===== config.mk =====
export PLATFORM = sky130hd
export DESIGN_NAME = ordered_timeout_queue
export DESIGN_NICKNAME = d
export VERILOG_FILES = /design/src/design/otq_pkg.sv /design/src/design/otq_cell.sv /design/src/design/ordered_timeout_queue.sv
export SDC_FILE = /design/constraint.sdc
export NUM_CORES = 2
export LEC_CHECK = 0
export ABC_AREA = 0
export BUFFER_PORTS_ARGS = -buffer_cell sky130_fd_sc_hd__buf_4
export CAP_MARGIN = 20
export CORE_MARGIN = 5
export CORE_UTILIZATION = 57
export DETAILED_ROUTE_END_ITERATION = 10
export PLACE_DENSITY_LB_ADDON = 0.3
export SYNTH_ARGS = -nofsm -noshare
export SYNTH_HDL_FRONTEND = slang
export SYNTH_SLANG_ARGS = --single-unit
export TNS_END_PERCENT = 1

===== constraint.sdc =====
create_clock -name clk -period 6.7 [get_ports clk]
set_input_delay 0.67 -clock clk [delete_from_list [all_inputs] [get_ports clk]]
set_output_delay 0.67 -clock clk [all_outputs]
set_load 0.05 [all_outputs]

===== src/design/otq_pkg.sv =====
// Shared types and command codes for the ordered timeout queue.
package otq_pkg;

    typedef enum logic [1:0] {
        CMD_ADD    = 2'd0,
        CMD_DELETE = 2'd1,
        CMD_TICK   = 2'd2,
        CMD_EXPIRE = 2'd3
    } cmd_t;

    localparam int MAX_FIRED = 16;
    localparam int SLOT_W    = 4;
    localparam int DELAY_W   = 31;

endpackage


===== src/design/otq_cell.sv =====
// One timeout slot: deadline, pending and triggered marks, and a registered stage of the ordering chain.
module otq_cell
    import otq_pkg::*;
#(
    parameter int TIME_BITS = 32,
    parameter int IDX_W     = 4,
    parameter logic [IDX_W-1:0] INDEX = '0
)
(
    input  logic                 clk,
    input  logic                 rst_n,
    input  logic                 arm,
    input  logic                 disarm,
    input  logic                 fire,
    input  logic [TIME_BITS-1:0] arm_deadline,
    input  logic [TIME_BITS-1:0] now,
    input  logic                 in_go,
    input  logic                 in_found,
    input  logic [TIME_BITS-1:0] in_key,
    input  logic [IDX_W-1:0]     in_idx,
    input  logic [1:0]           in_due_cnt,
    output logic                 out_go,
    output logic                 out_found,
    output logic [TIME_BITS-1:0] out_key,
    output logic [IDX_W-1:0]     out_idx,
    output logic [1:0]           out_due_cnt,
    output logic                 pending
);

    logic [TIME_BITS-1:0] deadline_reg;
    logic                 pending_reg;
    logic                 triggered_reg;
    logic                 go_reg;
    logic                 found_reg;
    logic [TIME_BITS-1:0] key_reg;
    logic [IDX_W-1:0]     idx_reg;
    logic [1:0]           due_cnt_reg;
    logic [1:0]           due_cnt_next;
    logic [TIME_BITS-1:0] rem;
    logic [TIME_BITS-1:0] key;
    logic                 due;
    logic                 take;

    assign rem  = deadline_reg - now;
    assign due  = pending_reg && (rem == '0 || rem[TIME_BITS-1]);
    assign key  = rem ^ {1'b1, {(TIME_BITS-1){1'b0}}};
    // earlier cells hold lower slots, so a tie keeps the earlier one
    assign take = due && (!in_found || key < in_key);
    // count due slots, saturate at two
    assign due_cnt_next = (due && in_due_cnt != 2'd2) ? in_due_cnt + 2'd1 : in_due_cnt;

    assign out_go      = go_reg;
    assign out_found   = found_reg;
    assign out_key     = key_reg;
    assign out_idx     = idx_reg;
    assign out_due_cnt = due_cnt_reg;
    assign pending     = pending_reg;

    always_ff @(posedge clk)
    begin
        if (arm)
        begin
            deadline_reg <= arm_deadline;
        end
    end

    always_ff @(posedge clk or negedge rst_n)
    begin
        if (!rst_n)
        begin
            go_reg      <= 1'b0;
            found_reg   <= 1'b0;
            key_reg     <= '0;
            idx_reg     <= '0;
            due_cnt_reg <= '0;
        end
        else
        begin
            go_reg      <= in_go;
            found_reg   <= in_found || due;
            key_reg     <= take ? key : in_key;
            idx_reg     <= take ? INDEX : in_idx;
            due_cnt_reg <= due_cnt_next;
        end
    end

    always_ff @(posedge clk or negedge rst_n)
    begin
        if (!rst_n)
        begin
            pending_reg   <= 1'b0;
            triggered_reg <= 1'b0;
        end
        else if (arm)
        begin
            pending_reg   <= 1'b1;
            triggered_reg <= 1'b0;
        end
        else if (disarm)
        begin
            pending_reg   <= 1'b0;
            triggered_reg <= 1'b0;
        end
        else if (fire)
        begin
            pending_reg   <= 1'b0;
            triggered_reg <= 1'b1;
        end
    end

endmodule


===== src/design/ordered_timeout_queue.sv =====
// Top level of the ordered timeout queue: command decode, tick counter and row of slot cells.
// Add and tick update state when accepted; a delete gives its result in the next cycle. An expire
// sends a search wave down the row of NUM_SLOTS cells, one cell a cycle, through the launch
// register, each cell's stage and the output register, and each fired slot sends a new wave;
// up to sixteen slots come out, earliest remaining time first. An expire holds busy throughout
// and busy drops as the final word shows. Each result shows for one cycle on valid and cannot
// be held off.
module ordered_timeout_queue
    import otq_pkg::*;
#(
    parameter int NUM_SLOTS = 16,
    parameter int TIME_BITS = 32
)
(
    input  logic                 clk,
    input  logic                 rst_n,
    input  logic                 start,
    output logic                 busy,
    input  logic [1:0]           cmd,
    input  logic [SLOT_W-1:0]    slot,
    input  logic [DELAY_W-1:0]   delay,
    output logic                 valid,
    output logic [SLOT_W-1:0]    fired_slot,
    output logic                 fired_valid,
    output logic                 was_pending,
    output logic                 last
);

    localparam int IDX_W = (NUM_SLOTS > 1) ? $clog2(NUM_SLOTS) : 1;
    localparam int CNT_W = $clog2(MAX_FIRED + 1);

    typedef enum logic [0:0] { ST_IDLE, ST_EXPIRE } state_t;

    state_t               state_reg;
    logic [TIME_BITS-1:0] tick_reg;
    logic [CNT_W-1:0]     count_reg;
    logic                 launch_reg;
    logic                 valid_reg;
    logic [SLOT_W-1:0]    fired_slot_reg;
    logic                 fired_valid_reg;
    logic                 was_pending_reg;
    logic                 last_reg;

    logic                 accept;
    logic                 slot_ok;
    logic [TIME_BITS-1:0] arm_deadline;
    logic [TIME_BITS-1:0] delay_ext;
    logic [NUM_SLOTS-1:0] pend;
    logic [NUM_SLOTS:0]   go_c;
    logic [NUM_SLOTS:0]   found_c;
    logic [TIME_BITS-1:0] key_c [NUM_SLOTS+1];
    logic [IDX_W-1:0]     idx_c [NUM_SLOTS+1];
    logic [1:0]           cnt_c [NUM_SLOTS+1];
    logic                 firing;

    assign accept  = start && !busy;
    assign slot_ok = ({{(32-SLOT_W){1'b0}}, slot} < 32'(NUM_SLOTS));
    assign busy    = (state_reg == ST_EXPIRE);
    generate
        if (TIME_BITS > DELAY_W)
        begin : g_wide
            assign delay_ext = {{(TIME_BITS-DELAY_W){1'b0}}, delay};
        end
        else
        begin : g_narrow
            assign delay_ext = delay[TIME_BITS-1:0];
        end
    endgenerate
    assign arm_deadline = tick_reg + delay_ext;

    assign go_c[0]    = launch_reg;
    assign found_c[0] = 1'b0;
    assign key_c[0]   = '0;
    assign idx_c[0]   = '0;
    assign cnt_c[0]   = '0;
    assign firing     = (state_reg == ST_EXPIRE) && go_c[NUM_SLOTS] && found_c[NUM_SLOTS];

    genvar g;
    generate
        for (g = 0; g < NUM_SLOTS; g++)
        begin : g_cell
            otq_cell #(
                .TIME_BITS (TIME_BITS),
                .IDX_W     (IDX_W),
                .INDEX     (IDX_W'(g))
            ) u_cell (
                .clk          (clk),
                .rst_n        (rst_n),
                .arm          (accept && cmd == CMD_ADD && slot_ok
                               && 32'(slot) == 32'(g)),
                .disarm       (accept && cmd == CMD_DELETE && slot_ok
                               && 32'(slot) == 32'(g)),
                .fire         (firing && idx_c[NUM_SLOTS] == IDX_W'(g)),
                .arm_deadline (arm_deadline),
                .now          (tick_reg),
                .in_go        (go_c[g]),
                .in_found     (found_c[g]),
                .in_key       (key_c[g]),
                .in_idx       (idx_c[g]),
                .in_due_cnt   (cnt_c[g]),
                .out_go       (go_c[g+1]),
                .out_found    (found_c[g+1]),
                .out_key      (key_c[g+1]),
                .out_idx      (idx_c[g+1]),
                .out_due_cnt  (cnt_c[g+1]),
                .pending      (pend[g])
            );
        end
    endgenerate

    always_ff @(posedge clk or negedge rst_n)
    begin
        if (!rst_n)
        begin
            state_reg       <= ST_IDLE;
            tick_reg        <= '0;
            count_reg       <= '0;
            launch_reg      <= 1'b0;
            valid_reg       <= 1'b0;
            fired_slot_reg  <= '0;
            fired_valid_reg <= 1'b0;
            was_pending_reg <= 1'b0;
            last_reg        <= 1'b0;
        end
        else
        begin
            launch_reg      <= 1'b0;
            valid_reg       <= 1'b0;
            fired_slot_reg  <= '0;
            fired_valid_reg <= 1'b0;
            was_pending_reg <= 1'b0;
            last_reg        <= 1'b0;
            case (state_reg)
                ST_IDLE:
                begin
                    if (accept)
                    begin
                        case (cmd)
                            CMD_TICK:
                            begin
                                tick_reg <= tick_reg + 1'b1;
                            end
                            CMD_DELETE:
                            begin
                                valid_reg       <= 1'b1;
                                last_reg        <= 1'b1;
                                was_pending_reg <= slot_ok && pend[IDX_W'(slot)];
                            end
                            CMD_EXPIRE:
                            begin
                                state_reg  <= ST_EXPIRE;
                                count_reg  <= '0;
                                launch_reg <= 1'b1;
                            end
                            default:
                            begin
                            end
                        endcase
                    end
                end
                ST_EXPIRE:
                begin
                    if (go_c[NUM_SLOTS])
                    begin
                        valid_reg <= 1'b1;
                        if (found_c[NUM_SLOTS])
                        begin
                            fired_slot_reg  <= SLOT_W'(idx_c[NUM_SLOTS]);
                            fired_valid_reg <= 1'b1;
                            count_reg       <= count_reg + 1'b1;
                            // stop when no other slot is due or the budget is spent
                            if (count_reg == CNT_W'(MAX_FIRED - 1)
                                || cnt_c[NUM_SLOTS] != 2'd2)
                            begin
                                last_reg  <= 1'b1;
                                state_reg <= ST_IDLE;
                            end
                            else
                            begin
                                launch_reg <= 1'b1;
                            end
                        end
                        else
                        begin
                            last_reg  <= 1'b1;
                            state_reg <= ST_IDLE;
                        end
                    end
                end
                default:
                begin
                    state_reg <= ST_IDLE;
                end
            endcase
        end
    end

    assign valid       = valid_reg;
    assign fired_slot  = fired_slot_reg;
    assign fired_valid = fired_valid_reg;
    assign was_pending = was_pending_reg;
    assign last        = last_reg;

endmodule


==> metrics.csv <==
metric,value,unit
gr-total-overflow,0,
cpPeakStageDelay,0.47,ns
routed_wl,281000,um
combPwrFrac,25.8,%
ys_ff_latch,1166,
tritoncts,built,
vias,69370,
worst_pin_slew,1.22,ns
drv_cap,0,
die_w,390,um
power_density,248,nW/um^2
setup_viol,0,
cts.path.max_buffers,3,
timing.rr.start,tick_reg[1],
ir_worst_vdd,0.215,mV
synth_area,82500,um^2
yosys.area.top_type,dfrtp_1,
place_hpwl,217000,um
preCtsSetupSlack,0.307,ns
yosys_warnings,0,
grt_pass1_wl,416000,um
cp_max_fo,27,
clk_pin_slew,0.06,ns
min_path_type,reg2reg,
min_from,g_cell[0].u_cell.out_go,
switchingPower,7.36,mW
p_leak,39.9,nW
grt_pass1_vias,66496,
cts_setup_buffers,0,
drive_above_1_share,9.98,%
fin_crit,6.39,ns
critPathKind,reg2reg,
port_buffers,48,
critPathRequiredTime,7.32,ns
end_kind,flip-flop,
antenna_found_initial,41,
yosysSeqAreaShare,38.5,%
area_growth,11.1,%
ys_top_cells_by_area,"dfrtp_1 (20%), edfxtp_1 (19%), ha_1 (15%)",
drc_errors,0,
grt_start_max_net_pins,161,
clk_latency,0.78,ns
power_frac_seq,40.8,%
endpoint,g_cell[11].u_cell.out_key[21],
gp_congestion,1.00,
slew_violations,0,
fin_util,63.8,%
fin_crit_sh,95.4,%
p_int,15.4,mW
syn_area_per_cell,9.72,um^2
max_slew_margin,18.0,%
rows,139,
startpoint_type,flip-flop,
p_total,22.8,mW
critPathSlowestCell,nor3_1,
mostFrequentLayoutCell,ha_1,
synth_top_area_share,19.8,%
start_util,57.4,%
reg2reg_slack,0.31,ns
finalClockSkew,0.0259,ns
clkPwrFrac,33.4,%
syn_nets,9538,
ant_nets,0,
clock.fmax,156,MHz
postSynthCellCount,8484,
die_h,390,um
dieArea,152000,um^2
h-tree-depth,4,
fin_ws,0.306,ns
r2r_cells,26,
hold_viol,0,
status,completed,
synth-edff-count,512,
rsz0062_at_grt,yes,
drt_first_iter_violations,7280,
numCtsBuffers,137,
worstPathArrival,7.02,ns
dr.pass1.iters,8,
synth-main-ff-cell,dfrtp_1,
ios,49,
fin_nets,9752,
ys_types,97,
clock-root-buffer,clkbuf_16,
via_per_inst,6.46,
most-common-layout-cells,"ha_1 (997), inv_1 (775), dfrtp_1 (654), a21oi_1 (599), edfxtp_1 (512)",
wl_per_cell,26.1,um
synthArstFlopShare,56.1,%
coreArea,144000,um^2
switching_share,32.3,%
fillers,11838,
startpoint,tick_reg[1],
clock_sinks,1166,
grt.total_usage,36.1,%
r2r_end,g_cell[11].u_cell.out_key[21],
largest_register_ff_count,512,
==> area by class of cell <==
cell class	count	area [um^2]	share of cell area, %
multi-input combinational	6339	47700	52.0
clock inverter	74	747	0.815
clock buffer	179	3790	4.14
timing repair buffer	267	2350	2.57
sequential	1166	31700	34.6
antenna	23	57.6	0.0628
tap	1903	2380	2.60
inverter	787	2960	3.23
==> power groups by stage <==
stage / clock network [mW] / logic (mW) / registers, mW
finish: 7.61 / 5.88 / 9.28
global route: 7.99 / 6.50 / 9.33
CTS: 7.69 / 5.82 / 9.27
detailed placement: 0 / 5.74 / 9.40
global placement: 0 / 5.53 / 9.40
floorplan: 0 / 3.82 / 9.00
==> how the worst min path moves through the flow <==
stage / end / slack (ns) / cells after the start
2_1_floorplan: g_cell[0].u_cell.out_go / 0.33 / 0
3_3_place_gp: g_cell[0].u_cell.out_go / 0.34 / 0
3_5_place_dp: g_cell[10].u_cell.out_go / 0.33 / 0
4_1_cts: g_cell[12].u_cell.pending / 0.31 / 3
5_1_grt: g_cell[0].u_cell.out_go / 0.36 / 0
6_report: g_cell[1].u_cell.out_go / 0.35 / 0
==> critical path, delay by kind of cell (launching register included) <==
kind,cells,cell delay (ns)
AND/OR/NAND/NOR,7,1.51
AO/OA/AOI/OAI,13,2.70
buffers and inverters,4,1.02
adder cells (fa/ha/maj),2,0.60
flip-flops,1,0.39
==> stage by stage <==
stage | cell area, um^2 | hold WS (ns) | TNS [ns] | std cells
after floorplan | 82500 | 0.331 | 0 | 8484
after global placement | 86900 | 0.338 | 0 | 10455
after detailed placement | 87000 | 0.335 | 0 | 10456
after CTS | 91500 | 0.308 | 0 | 10710
after global routing | 91600 | 0.356 | -1.10 | 10719
final | 91700 | 0.353 | 0 | 10738
==> layer usage <==
| layer | wire, um | GRT usage, % | up-vias | part of all wire [%] |
|---|---|---|---|---|
| li1 | - | - | 31779 | - |
| met4 | 18900 | 21.0 | 4 | 6.7 |
| met5 | 33 | 0 | - | 0.012 |
| met2 | 120000 | 54.1 | 3187 | 43 |
| met3 | 25100 | 7.11 | 703 | 8.9 |
| met1 | 116000 | 48.8 | 33697 | 41 |
==> cell usage after synthesis, drive strengths merged, types with 173 or more instances <==
cell type  number
mux2          232
clkbuf        173
a21o          335
inv           786
dfrtp         654
xnor2         305
o21ai         465
nand2         510
nor2          488
edfxtp        512
ha            997
a21oi         602
==> cells by family (layout without fill, tap and decap cells) <==
group                    Yosys count  count (layout)  share of synthesized area [%]
AO/OA/AOI/OAI                   2414            2414                           19.3
AND/OR/NAND/NOR                 2180            2180                           13.5
flip-flops                      1166            1166                           38.5
adder cells (fa/ha/maj)         1015            1015                           15.5
buffers and inverters            979            1307                           4.50
XOR/XNOR                         440             440                           4.67
multiplexers                     290             290                           4.01
other                              0              23                              0
==> repair_timing <==
action / CTS / global route
hold buffers: 1 / 0
hold endpoints to repair: 86 / 0
resized for setup: 0 / 11
setup endpoints to repair: 0 / 155
(Power assumes the default switching activity.)
